File: src/sv/pbmd_pkg.sv
`timescale 1ns / 1ps

package pbmd_pkg;

    localparam int TILT_W      = 17;
    localparam int ELAPSED_W   = 8;
    localparam int GAIN_W      = 16;
    localparam int SPIN_W      = 9;
    localparam int PERIOD_W    = 8;
    localparam int TIMER_W     = 9;
    localparam int ERR_W       = 18;
    localparam int DIFF_W      = 19;
    localparam int PROD_W      = 34;
    localparam int DPROD_W     = 35;
    localparam int MAG_W       = 32;
    localparam int QI_W        = 26;
    localparam int QD_W        = 30;
    localparam int INC_W       = 27;
    localparam int DTERM_W     = 31;
    localparam int INTEG_W     = 26;
    localparam int INTEG_SUM_W = 28;
    localparam int SUM_W       = 35;
    localparam int PWM_W       = 8;
    localparam int DIR_W       = 2;
    localparam int CV_W        = 16;
    localparam int ADDR_W      = 5;
    localparam int DATA_W      = 32;

    localparam int TIMER_MAX   = 511;
    localparam int RECIP_SHIFT = 32;
    localparam longint RECIP_100 = 42949672;
    localparam longint RECIP_5   = 858993459;
    localparam int INTEG_LIMIT = 255 * 65536;
    localparam int ONE_COUNT_SHIFT = 16;
    localparam int TELE_BIAS   = 254 * 65536;
    localparam int PWM_MAX     = 255;
    localparam int CV_MAX      = 32767;
    localparam int CV_MIN_MAG  = 32768;
    localparam int X_SAT       = 1275;
    localparam int DIV5_RECIP  = 13108;
    localparam int DIV5_SHIFT  = 16;

    localparam int NUM_STAGES = 12;
    localparam int ST_IN    = 0;
    localparam int ST_ERR   = 1;
    localparam int ST_PROD  = 2;
    localparam int ST_ABS   = 3;
    localparam int ST_RECIP = 4;
    localparam int ST_CORR  = 5;
    localparam int ST_SIGN  = 6;
    localparam int ST_INTEG = 7;
    localparam int ST_SUM   = 8;
    localparam int ST_EVAL  = 9;
    localparam int ST_MIX   = 10;
    localparam int ST_OUT   = 11;

    typedef enum logic [2:0] {
        REG_PROP_GAIN    = 3'd0,
        REG_INTEG_GAIN   = 3'd1,
        REG_DERIV_GAIN   = 3'd2,
        REG_TARGET_ANGLE = 3'd3,
        REG_SPIN_OFFSET  = 3'd4,
        REG_DERIV_PERIOD = 3'd5
    } reg_idx_t;

    typedef enum logic [DIR_W-1:0] {
        DIR_STOP = 2'd0,
        DIR_FWD  = 2'd1,
        DIR_BACK = 2'd2
    } dir_t;

    typedef struct packed {
        logic signed [GAIN_W-1:0]   prop_gain;
        logic signed [GAIN_W-1:0]   integ_gain;
        logic signed [GAIN_W-1:0]   deriv_gain;
        logic signed [TILT_W-1:0]   target_angle;
        logic signed [SPIN_W-1:0]   spin_offset;
        logic        [PERIOD_W-1:0] deriv_period_ms;
    } cfg_t;

    typedef struct packed {
        logic signed [TILT_W-1:0]    tilt_angle;
        logic        [ELAPSED_W-1:0] elapsed_ms;
    } sample_t;

    typedef struct packed {
        logic [PWM_W-1:0] motor_a_pwm;
        logic [PWM_W-1:0] motor_b_pwm;
        logic [DIR_W-1:0] drive_direction;
        logic [CV_W-1:0]  control_value;
        logic [PWM_W-1:0] telemetry_byte;
    } drive_t;

    typedef struct packed {
        logic [NUM_STAGES-1:0] en;
        logic [NUM_STAGES-1:0] take;
    } pipe_ctl_t;

    typedef struct packed {
        logic signed [PROD_W-1:0]  p;
        logic signed [PROD_W-1:0]  i;
        logic signed [DPROD_W-1:0] d;
        logic                      fire;
    } prod_t;

    typedef struct packed {
        logic signed [PROD_W-1:0] p;
        logic [QI_W-1:0]          qi;
        logic [QD_W-1:0]          qd;
        logic                     si;
        logic                     sd;
        logic                     fire;
    } quot_t;

endpackage

File: src/sv/pbmd_accum.sv
`timescale 1ns / 1ps

module pbmd_accum (
    input  logic                clk,
    input  logic                rst_n,
    input  pbmd_pkg::pipe_ctl_t ctl,
    input  pbmd_pkg::quot_t     quot,
    output logic signed [pbmd_pkg::SUM_W-1:0] sum
);

    localparam logic signed [pbmd_pkg::INTEG_SUM_W-1:0] LIM_HI =
        pbmd_pkg::INTEG_SUM_W'(pbmd_pkg::INTEG_LIMIT);
    localparam logic signed [pbmd_pkg::INTEG_SUM_W-1:0] LIM_LO = -LIM_HI;

    logic signed [pbmd_pkg::INC_W-1:0]   inc_next, inc_reg;
    logic signed [pbmd_pkg::DTERM_W-1:0] dterm_next, dterm_reg, dterm2_reg;
    logic signed [pbmd_pkg::PROD_W-1:0]  p_reg, p2_reg;

    logic signed [pbmd_pkg::INTEG_W-1:0]     integ_reg, integ_next, integ_val_reg;
    logic signed [pbmd_pkg::INTEG_SUM_W-1:0] integ_sum;
    logic signed [pbmd_pkg::SUM_W-1:0]       sum_next, sum_reg;

    always_comb
    begin
        inc_next = quot.si ? -$signed({1'b0, quot.qi}) : $signed({1'b0, quot.qi});
        if (!quot.fire)
        begin
            dterm_next = '0;
        end
        else if (quot.sd)
        begin
            dterm_next = -$signed({1'b0, quot.qd});
        end
        else
        begin
            dterm_next = $signed({1'b0, quot.qd});
        end
    end

    always_comb
    begin
        integ_sum = pbmd_pkg::INTEG_SUM_W'(integ_reg) + pbmd_pkg::INTEG_SUM_W'(inc_reg);
        priority if (integ_sum > LIM_HI)
        begin
            integ_next = pbmd_pkg::INTEG_W'(LIM_HI);
        end
        else if (integ_sum < LIM_LO)
        begin
            integ_next = pbmd_pkg::INTEG_W'(LIM_LO);
        end
        else
        begin
            integ_next = integ_sum[pbmd_pkg::INTEG_W-1:0];
        end
    end

    always_comb
    begin
        sum_next = pbmd_pkg::SUM_W'(p2_reg) + pbmd_pkg::SUM_W'(integ_val_reg)
                 + pbmd_pkg::SUM_W'(dterm2_reg);
    end

    always_ff @(posedge clk or negedge rst_n)
    begin
        if (!rst_n)
        begin
            integ_reg <= '0;
        end
        else if (ctl.take[pbmd_pkg::ST_INTEG])
        begin
            integ_reg <= integ_next;
        end
    end

    always_ff @(posedge clk)
    begin
        if (ctl.en[pbmd_pkg::ST_SIGN])
        begin
            inc_reg   <= inc_next;
            dterm_reg <= dterm_next;
            p_reg     <= quot.p;
        end
        if (ctl.en[pbmd_pkg::ST_INTEG])
        begin
            integ_val_reg <= integ_next;
            dterm2_reg    <= dterm_reg;
            p2_reg        <= p_reg;
        end
        if (ctl.en[pbmd_pkg::ST_SUM])
        begin
            sum_reg <= sum_next;
        end
    end

    assign sum = sum_reg;

endmodule

File: config.mk
export PLATFORM = sky130hd
export DESIGN_NAME = pbmd_accum
export DESIGN_NICKNAME = d
export VERILOG_FILES = /design/src/sv/pbmd_pkg.sv /design/src/sv/pbmd_accum.sv
export SDC_FILE = /design/constraint.sdc
export NUM_CORES = 1
export LEC_CHECK = 0
export ABC_AREA = 1
export BUFFER_PORTS_ARGS = -buffer_cell sky130_fd_sc_hd__buf_4
export CORE_ASPECT_RATIO = 1.25
export CORE_MARGIN = 2
export CORE_UTILIZATION = 45
export CTS_CLUSTER_DIAMETER = 30
export DETAILED_ROUTE_END_ITERATION = 12
export PLACE_DENSITY = 0.71
export SLEW_MARGIN = 10
export SYNTH_ARGS = -nofsm -noshare
export SYNTH_HDL_FRONTEND = slang
export SYNTH_SLANG_ARGS = --single-unit
File: constraint.sdc
create_clock -name clk -period 4.1 [get_ports clk]
set_clock_uncertainty 0.2 [all_clocks]
set_input_delay 1.23 -clock clk [delete_from_list [all_inputs] [get_ports clk]]
set_output_delay 1.23 -clock clk [all_outputs]
set_load 0.05 [all_outputs]
==> results.json, run 1 <==
{
  "status": "finished, final reports clean",
  "row_count": 72,
  "critPathMaxFanout": 4,
  "cp-end-kind": "register",
  "cp-start-kind": "register",
  "p_leak_nw": 7.50,
  "synth-edff-count": 218,
  "min_period_over_period_pct": 85.7,
  "synth_cells": 1462,
  "netlist-cell-type-count": 45,
  "stdcell_count": 2067,
  "grt.overflow.total": 0,
  "crit_family": "compound AO/OA/AOI/OAI gates",
  "detail_route.first_pass.iterations": 5,
  "netlist_area_mm2": 0.0140,
  "synth_ff_type": "edfxtp_1",
  "power.total_w": 0.0139,
  "numCtsBuffers": 42,
  "cts_sinks": 244,
  "dp_hpwl_mm": 24.5,
  "ios": 154,
  "die_area_mm2": 0.0325,
  "die_h_um": 201,
  "yosys_warnings": 0,
  "ys_ff_latch": 244,
  "ant_nets": 0,
  "wl_mm": 31.4,
  "async_flop_share_pct": 10.7,
  "placedCellCount": 1990,
  "cellPowerDensity_mw_per_mm2": 824,
  "clk_pin_slew_worst_paths_ns": 0.05,
  "hp-class": "reg -> reg",
  "clockRootBuffer": "clkbuf_16",
  "first_global_vias": 10400,
  "min_period_ns": 3.51,
  "arrival_ns": 3.60,
  "tns_ns": 0,
  "crit_chain": "fa_1 > ha_1 > nand2_1 > nor2_1 > inv_1 > o21ai_0 > a21oi_1 > o21ai_0 > a31oi_1 > xnor2_1",
  "cts_tree": "yes",
  "drt-initial-drc-count": 672,
  "syn_nets": 1679,
  "gp_congestion": 0.953,
  "whs_ns": 0.204,
  "place_area_mm2": 0.0154,
  "hold_viol_final": 0,
  "crit_slowest_cell": "fa_1",
  "clk_latency_ns": 0.54,
  "vias": 10300,
  "drcViolationCount": 0,
  "grt_pass1_wl_mm": 50.9,
  "vias_per_cell": 5.00,
  "setup_viol": 0,
  "drv_cap": 0,
  "tightest_slew_ns": 0.881,
  "cts_buffer_depth": 3,
  "gr-usage-all-layers_pct": 19.9,
  "crit_top_cell": "o21ai_0",
  "final_max_slew_viol_count": 0,
  "area_growth_pct": 20.8,
  "antenna_found_initial": 0,
  "antenna_cells": 0,
  "initial_core_util_pct": 45.5,
  "core_area_mm2": 0.0307,
  "rsz0062_at_grt": "false",
  "num-nets-final": 1844,
  "drive_above_1_share_pct": 16.3,
  "slew_headroom_pct": 40.9,
  "grt_max_degree": 51,
  "crit_buf_inv": 1,
  "post_cts_resized": 0,
  "routedWlPerCell_um": 15.2,
  "fin_area_mm2": 0.0169,
  "cp_slowest_stage_delay_ns": 0.49,
  "avgSynthCellArea_um2": 9.56,
  "cp.required_ns": 4.18,
  "fmax_mhz": 285,
  "yosysSeqAreaShare_pct": 51.5,
  "worst-setup-path-type": "reg -> reg",
  "io_buffer_count": 133,
  "die_width_um": 162,
  "ir_worst_vdd_mv": 0.451,
  "htreeDepth": 2,
  "largest_reg_flops": 35,
  "cts_setup_buffers": 0,
  "holdBufCountCts": 0
}
worst reg2reg max path: cells and delay by family (launching register included):
family | cells | cell delay [ns]
buf+inv | 1 | 0.07
flops | 1 | 0.40
compound gates | 4 | 1.22
xor+xnor | 1 | 0.17
simple gates | 2 | 0.33
fa+ha+maj | 2 | 0.86
path summary, 6_finish.rpt:
check | from | to | slack [ns] | cells past startpoint
max | dterm2_reg[9]$_DFFE_PP_ | sum[26]$_DFFE_PP_ | 0.59 | 10
min reg2reg | dterm_reg[3]$_SDFFCE_PN0P_ | dterm2_reg[3]$_DFFE_PP_ | 0.20 | 0
min in group asynchronous | rst_n | integ_reg[4]$_DFFE_PN0P_ | 0.41 | 1
max reg2reg | dterm2_reg[9]$_DFFE_PP_ | sum[26]$_DFFE_PP_ | 0.59 | 10
max in group asynchronous | rst_n | integ_reg[23]$_DFFE_PN0P_ | 2.98 | 1
min | dterm_reg[3]$_SDFFCE_PN0P_ | dterm2_reg[3]$_DFFE_PP_ | 0.20 | 0
cells in the mapped netlist, drive strengths merged, types with 26 or more instances:
master	count	area [um^2]
o21ai	56	280
inv	176	661
a21oi	107	543
fa	36	721
nand2	399	1570
nand3	75	380
nor2	133	559
xor2	39	360
ha	62	776
dfrtp	26	651
edfxtp	218	6550
nor3	26	145
per-stage QoR:
| stage | utilization, % | worst slack (ns) |
|---|---|---|
| after floorplan | - | 0.769 |
| after global placement | 50.3 | 0.272 |
| after detailed placement | 50.3 | 0.263 |
| after CTS | 54.9 | 0.583 |
| after global routing | 54.9 | 0.323 |
| final | 54.9 | 0.587 |
metal layers:
metal	GRT usage [%]	part of all wire [%]
met1	22.7	40
met3	2.83	4.0
met4	7.91	3.5
met2	37.0	53
met5	0	0
report_power, final:
group | internal, W | total [W] | switching, W
clock | 0.00216 | 0.00343 | 0.00127
sequential | 0.00361 | 0.00390 | 0.000290
combinational | 0.00225 | 0.00656 | 0.00431
area by class of cell:
type	instances	area, um^2
Multi-Input combinational cell	1022	6000
Sequential cell	244	7200
Inverter	177	664
Tap cell	407	509
Fill cell	2724	13800
Clock inverter	31	338
Timing Repair Buffer	140	1080
Clock buffer	46	1090
cells in the final DEF (no fill, tap or decap), drive strengths merged:
cell type and n:
o21a 5, or2 1, a311oi 1, xnor2 22, fa 36, o31ai 2
edfxtp 218, nand4 18, a221oi 2, and2 3, ha 62, a21o 4
clkinvlp 4, nor4 6, bufinv 3, o211ai 5, dfrtp 26, a21oi 107
nand3b 4, inv 188, nand2 399, a21boi 2, buf 140, nand3 75
clkinv 13, clkbuf 46, nor2 133, nor3b 2, o21bai 6, o21ai 56
xor2 39, a31oi 4, nor3 26, and3 2
cells by family after synthesis:
group / after synthesis / share of synthesized area (%)
flip-flops: 244 / 51.5
XOR/XNOR: 61 / 3.96
AO/OA/AOI/OAI: 194 / 7.55
adder cells (fa/ha/maj): 98 / 10.7
buffers and inverters: 196 / 5.53
AND/OR/NAND/NOR: 669 / 20.7
Power figures use the tool's default switching activity.
==> run 2, diff against run 1 <==
--- a/config.mk
+++ b/config.mk
@@ -7,12 +7,13 @@
 export LEC_CHECK = 0
 export ABC_AREA = 1
 export BUFFER_PORTS_ARGS = -buffer_cell sky130_fd_sc_hd__buf_4
+export CELL_PAD_IN_SITES_DETAIL_PLACEMENT = 1
+export CELL_PAD_IN_SITES_GLOBAL_PLACEMENT = 1
 export CORE_ASPECT_RATIO = 1.25
-export CORE_MARGIN = 2
-export CORE_UTILIZATION = 45
+export CORE_UTILIZATION = 46
 export CTS_CLUSTER_DIAMETER = 30
 export DETAILED_ROUTE_END_ITERATION = 12
-export PLACE_DENSITY = 0.71
+export PLACE_DENSITY = 0.88
 export SLEW_MARGIN = 10
 export SYNTH_ARGS = -nofsm -noshare
 export SYNTH_HDL_FRONTEND = slang
==> results.json, run 2 (synthesis results as in run 1) <==
{
  "min_period_ns": 3.91,
  "grt_pass1_wl_mm": 65.9,
  "cts_buffer_depth": 3,
  "first_global_vias": 12400,
  "status": "finished, final reports clean",
  "ios": 154,
  "min_period_over_period_pct": 95.4,
  "rsz0062_at_grt": "false",
  "startpoint": "dterm2_reg[1]$_DFFE_PP_",
  "dpl_worst_slack_ns": 0.130,
  "area_growth_pct": 21.2,
  "grt_max_degree": 49,
  "power_switching_share_pct": 45.1,
  "tightest_slew_ns": 0.671,
  "tns_ns": 0,
  "row_count": 71,
  "cts_sinks": 244,
  "worstRegToRegCells": 14,
  "post_cts_resized": 0,
  "drt-initial-drc-count": 614,
  "setup_slack_ns": 0.188,
  "final_max_slew_viol_count": 0,
  "initial_core_util_pct": 46.5,
  "routedWlPerCell_um": 20.8,
  "ant_nets": 0,
  "gp_congestion": 0.921,
  "die_width_um": 158,
  "wl_mm": 42.9,
  "drive_above_1_share_pct": 16.5,
  "final_common_cell": "nand2_1",
  "setup_viol": 0,
  "power_frac_comb_pct": 48.6,
  "largest_reg_flops": 35,
  "holdBufCountCts": 0,
  "endpoint": "sum[33]$_DFFE_PP_",
  "drv_cap": 0,
  "cts_setup_buffers": 0,
  "clockRootBuffer": "clkbuf_16",
  "final_cell_mix": "nand2_1 (379), edfxtp_1 (218), inv_1 (167)",
  "ir_worst_vdd_mv": 0.495,
  "regArea_mm2": 0.00720,
  "dp_hpwl_mm": 30.6,
  "arrival_ns": 3.99,
  "cp-end-kind": "register",
  "r2r-end": "sum[33]$_DFFE_PP_",
  "num-nets-final": 1847,
  "detail_route.first_pass.iterations": 4,
  "nFillCells": 3436,
  "antenna_found_initial": 1,
  "cp-start-kind": "register",
  "slew_headroom_pct": 55.3,
  "multiInputGateArea_mm2": 0.00600,
  "die_h_um": 197,
  "clk_pin_slew_worst_paths_ns": 0.06,
  "die_area_mm2": 0.0311,
  "numCtsBuffers": 42,
  "fmax_mhz": 256,
  "r2r_setup_slack_ns": 0.19,
  "p_leak_nw": 7.53,
  "hp-class": "reg -> reg",
  "p_clk_share_pct": 24.6,
  "cp.required_ns": 4.18,
  "grt.overflow.total": 0,
  "drcViolationCount": 0,
  "critPathMaxFanout": 4,
  "internal_power_w": 0.00817,
  "htreeDepth": 2,
  "gr-usage-all-layers_pct": 28.2,
  "io_buffer_count": 133,
  "cellPowerDensity_mw_per_mm2": 879,
  "reg2reg_from": "dterm2_reg[1]$_DFFE_PP_",
  "power.share.sequential_pct": 26.8,
  "hold_viol_final": 0,
  "p_sw_w": 0.00671,
  "worst-setup-path-type": "reg -> reg",
  "vias_per_cell": 5.49,
  "vias": 11300,
  "cts_tree": "yes",
  "clk_latency_ns": 0.56,
  "core_area_mm2": 0.0300
}
[run 2: changes by cell type in the layout (fill, tap and decap cells not counted)]
cell,previous run,this run
clkinv_1,3,4
inv_8,4,5
diode_2,0,1
clkinv_8,3,4
inv_6,8,10
bufinv_16,3,4
clkinv_2,4,1
buf_12,2,1
clkbuf_1,3,1
buf_4,138,142
[run 2: critical path: stages (launching register included)]
cell and delay (ns):
edfxtp_1 0.42, fa_1 0.51, ha_1 0.30, fa_1 0.47, nand3_1 0.12, nand2_1 0.11, a21oi_1 0.26, o21bai_1 0.20
nand3_1 0.11, nand3_1 0.18, nand2_1 0.13, o211ai_1 0.16, and2_1 0.23, o21bai_1 0.16, nand2_1 0.09
[run 2: how the worst min path moves through the flow]
stage	start	endpoint	slack, ns	depth (start not counted)
global placement	dterm_reg[13]$_SDFFCE_PN0P_	dterm2_reg[13]$_DFFE_PP_	0.20	0
finish	dterm_reg[4]$_SDFFCE_PN0P_	dterm2_reg[4]$_DFFE_PP_	0.22	0
global route	p_reg[18]$_DFFE_PP_	p2_reg[18]$_DFFE_PP_	0.22	0
detailed placement	p_reg[6]$_DFFE_PP_	p2_reg[6]$_DFFE_PP_	0.21	0
floorplan	dterm_reg[0]$_SDFFCE_PN0P_	dterm2_reg[0]$_DFFE_PP_	0.20	0
CTS	dterm_reg[4]$_SDFFCE_PN0P_	dterm2_reg[4]$_DFFE_PP_	0.22	0
[run 2: area by class of cell]
cell class / instances / area share [%]
tap: 401 / 2.96
timing repair buffer: 143 / 6.41
antenna: 1 / 0.0148
clock inverter: 34 / 2.37
clock buffer: 44 / 6.38
multi-input combinational: 1022 / 35.4
sequential: 244 / 42.5
inverter: 177 / 3.92
[run 2: through the flow]
step | area (um^2) | power [W] | utilization [%] | hold WS [ns] | std cells
after floorplan | 14000 | 0.00885 | - | 0.200 | 1462
after global placement | 15500 | 0.0103 | 51.5 | 0.201 | 1987
after detailed placement | 15500 | 0.0109 | 51.5 | 0.206 | 1987
after CTS | 16900 | 0.0148 | 56.4 | 0.218 | 2065
after global routing | 16900 | 0.0157 | 56.4 | 0.224 | 2065
final | 16900 | 0.0149 | 56.4 | 0.217 | 2066
[run 2: power by group through the flow]
stage | Clock, W | Combinational (W) | Sequential (W)
floorplan | 0 | 0.00436 | 0.00449
global placement | 0 | 0.00637 | 0.00395
detailed placement | 0 | 0.00686 | 0.00400
CTS | 0.00370 | 0.00714 | 0.00398
global route | 0.00379 | 0.00784 | 0.00403
finish | 0.00367 | 0.00724 | 0.00398
[run 2: routing by layer]
metal	routed length, um	global-route usage, %	vias up
met5	0	0	-
met1	15500	28.9	5565
met3	2150	4.62	128
li1	-	-	5250
met2	23500	54.2	406
met4	1810	13.8	0
==> run 3, diff against run 2 <==
--- a/config.mk
+++ b/config.mk
@@ -7,13 +7,12 @@
 export LEC_CHECK = 0
 export ABC_AREA = 1
 export BUFFER_PORTS_ARGS = -buffer_cell sky130_fd_sc_hd__buf_4
-export CELL_PAD_IN_SITES_DETAIL_PLACEMENT = 1
-export CELL_PAD_IN_SITES_GLOBAL_PLACEMENT = 1
 export CORE_ASPECT_RATIO = 1.25
-export CORE_UTILIZATION = 46
+export CORE_UTILIZATION = 50
 export CTS_CLUSTER_DIAMETER = 30
 export DETAILED_ROUTE_END_ITERATION = 12
-export PLACE_DENSITY = 0.88
+export PLACE_DENSITY = 0.77
+export REMOVE_ABC_BUFFERS = 1
 export SLEW_MARGIN = 10
 export SYNTH_ARGS = -nofsm -noshare
 export SYNTH_HDL_FRONTEND = slang
==> results.json, run 3 (synthesis results as in run 1) <==
{
  "power_frac_comb_pct": 46.7,
  "crit_slowest_cell": "fa_1",
  "numCtsBuffers": 43,
  "hold_viol_final": 0,
  "holdBufCountCts": 0,
  "first_global_vias": 10700,
  "grt.overflow.total": 0,
  "critPathMaxFanout": 4,
  "crit_top_cell": "a21oi_1",
  "tightest_slew_ns": 0.849,
  "cp_slowest_stage_delay_ns": 0.55,
  "clk_pin_slew_worst_paths_ns": 0.06,
  "die_width_um": 152,
  "p_clk_share_pct": 25.6,
  "cp-start-kind": "register",
  "routedWlPerCell_um": 16.3,
  "fmax_mhz": 275,
  "power_switching_share_pct": 41.9,
  "cts_buffer_depth": 3,
  "drive_above_1_share_pct": 16.2,
  "setup_viol": 0,
  "detail_route.first_pass.iterations": 7,
  "internal_power_w": 0.00820,
  "area_growth_pct": 20.7,
  "nFillCells": 2277,
  "post_cts_resized": 0,
  "min_period_over_period_pct": 88.7,
  "cp.required_ns": 4.18,
  "ir_worst_vdd_mv": 0.383,
  "clk_latency_ns": 0.54,
  "min_period_ns": 3.64,
  "row_count": 68,
  "core_area_mm2": 0.0276,
  "cts_setup_buffers": 0,
  "num-nets-final": 1845,
  "dp_hpwl_mm": 24.8,
  "gr-usage-all-layers_pct": 23.7,
  "initial_core_util_pct": 50.7,
  "cts_tree": "yes",
  "vias_per_cell": 5.27,
  "htreeDepth": 2,
  "drt-initial-drc-count": 552,
  "power.share.sequential_pct": 27.7,
  "cellPowerDensity_mw_per_mm2": 837,
  "clockRootBuffer": "clkbuf_16",
  "cp-end-kind": "register",
  "cts_sinks": 244,
  "p_leak_nw": 7.52,
  "io_buffer_count": 133,
  "setup_slack_ns": 0.464,
  "final_common_cell": "nand2_1",
  "final_max_slew_viol_count": 0,
  "final_cell_mix": "nand2_1 (379), edfxtp_1 (218), inv_1 (167)",
  "die_h_um": 189,
  "rsz0062_at_grt": "false",
  "antenna_found_initial": 2,
  "largest_reg_flops": 35,
  "ios": 154,
  "wl_mm": 32.8,
  "grt_max_degree": 51,
  "tns_ns": 0,
  "slew_headroom_pct": 43.0,
  "crit_chain": "fa_1 > ha_1 > fa_1 > nand3_1 > nand2_1 > a21oi_1 > buf_4 > o21bai_1 > a21oi_1 > o21ai_0 > a21oi_1 > xnor2_1",
  "arrival_ns": 3.71,
  "gp_congestion": 0.954,
  "hp-class": "reg -> reg",
  "vias": 10600,
  "drcViolationCount": 0,
  "ant_nets": 0,
  "drv_cap": 0,
  "die_area_mm2": 0.0286,
  "worst-setup-path-type": "reg -> reg",
  "status": "finished, final reports clean",
  "grt_pass1_wl_mm": 52.2,
  "dpl_worst_slack_ns": 0.184,
  "p_sw_w": 0.00591
}
## run 3: power by group through the flow
stage               Clock, W  Combinational, W  Sequential, W
floorplan                  0           0.00419        0.00449
global placement           0           0.00642        0.00392
detailed placement         0           0.00654        0.00395
CTS                  0.00366           0.00658        0.00392
global route         0.00378           0.00735        0.00397
finish               0.00362           0.00659        0.00391
## run 3: per-layer routing
metal,track usage [%],part of all wire [%],vias up
met3,3.06,4.8,87
met4,12.2,4.5,0
li1,-,-,5252
met1,27.1,38,4955
met5,0,0,-
met2,42.9,53,318
## run 3: worst max-delay path, delay by kind of cell, from the launching register on
kind	cells	cell delay, ns
AND/OR/NAND/NOR	2	0.20
flip-flops	1	0.39
XOR/XNOR	1	0.15
buffers and inverters	1	0.15
AO/OA/AOI/OAI	5	1.22
adder cells (fa/ha/maj)	3	1.04
## run 3: layout make-up
class | count | area [um^2] | share of cell area (%)
sequential | 244 | 7200 | 42.7
multi-input combinational | 1022 | 6000 | 35.6
clock buffer | 53 | 1150 | 6.84
timing repair buffer | 140 | 1080 | 6.38
inverter | 177 | 664 | 3.94
tap | 350 | 438 | 2.60
clock inverter | 26 | 325 | 1.93
antenna | 2 | 5.00 | 0.0297
## run 3: final timing paths
check	slack [ns]	startpoint	cells after the start	end
hold / removal	0.20	dterm_reg[28]$_SDFFCE_PN0P_	0	dterm2_reg[28]$_DFFE_PP_
min in group asynchronous	0.41	rst_n	1	integ_reg[0]$_DFFE_PN0P_
hold reg to reg	0.20	dterm_reg[28]$_SDFFCE_PN0P_	0	dterm2_reg[28]$_DFFE_PP_
setup reg to reg	0.46	dterm2_reg[1]$_DFFE_PP_	12	sum[19]$_DFFE_PP_
setup / recovery	0.46	dterm2_reg[1]$_DFFE_PP_	12	sum[19]$_DFFE_PP_
max in group asynchronous	2.98	rst_n	1	integ_reg[23]$_DFFE_PN0P_
## run 3: through the flow
stage / cell area (um^2) / power, W / hold slack, ns / std cells / util (%)
3_5_place_dp: 15400 / 0.0105 / 0.205 / 1933 / 55.8
3_3_place_gp: 15400 / 0.0103 / 0.201 / 1933 / 55.8
5_1_grt: 16900 / 0.0151 / 0.202 / 2014 / 61.2
4_1_cts: 16900 / 0.0142 / 0.202 / 2012 / 61.1
2_1_floorplan: 13900 / 0.00868 / 0.200 / 1443 / -
6_report: 16900 / 0.0141 / 0.203 / 2014 / 61.2
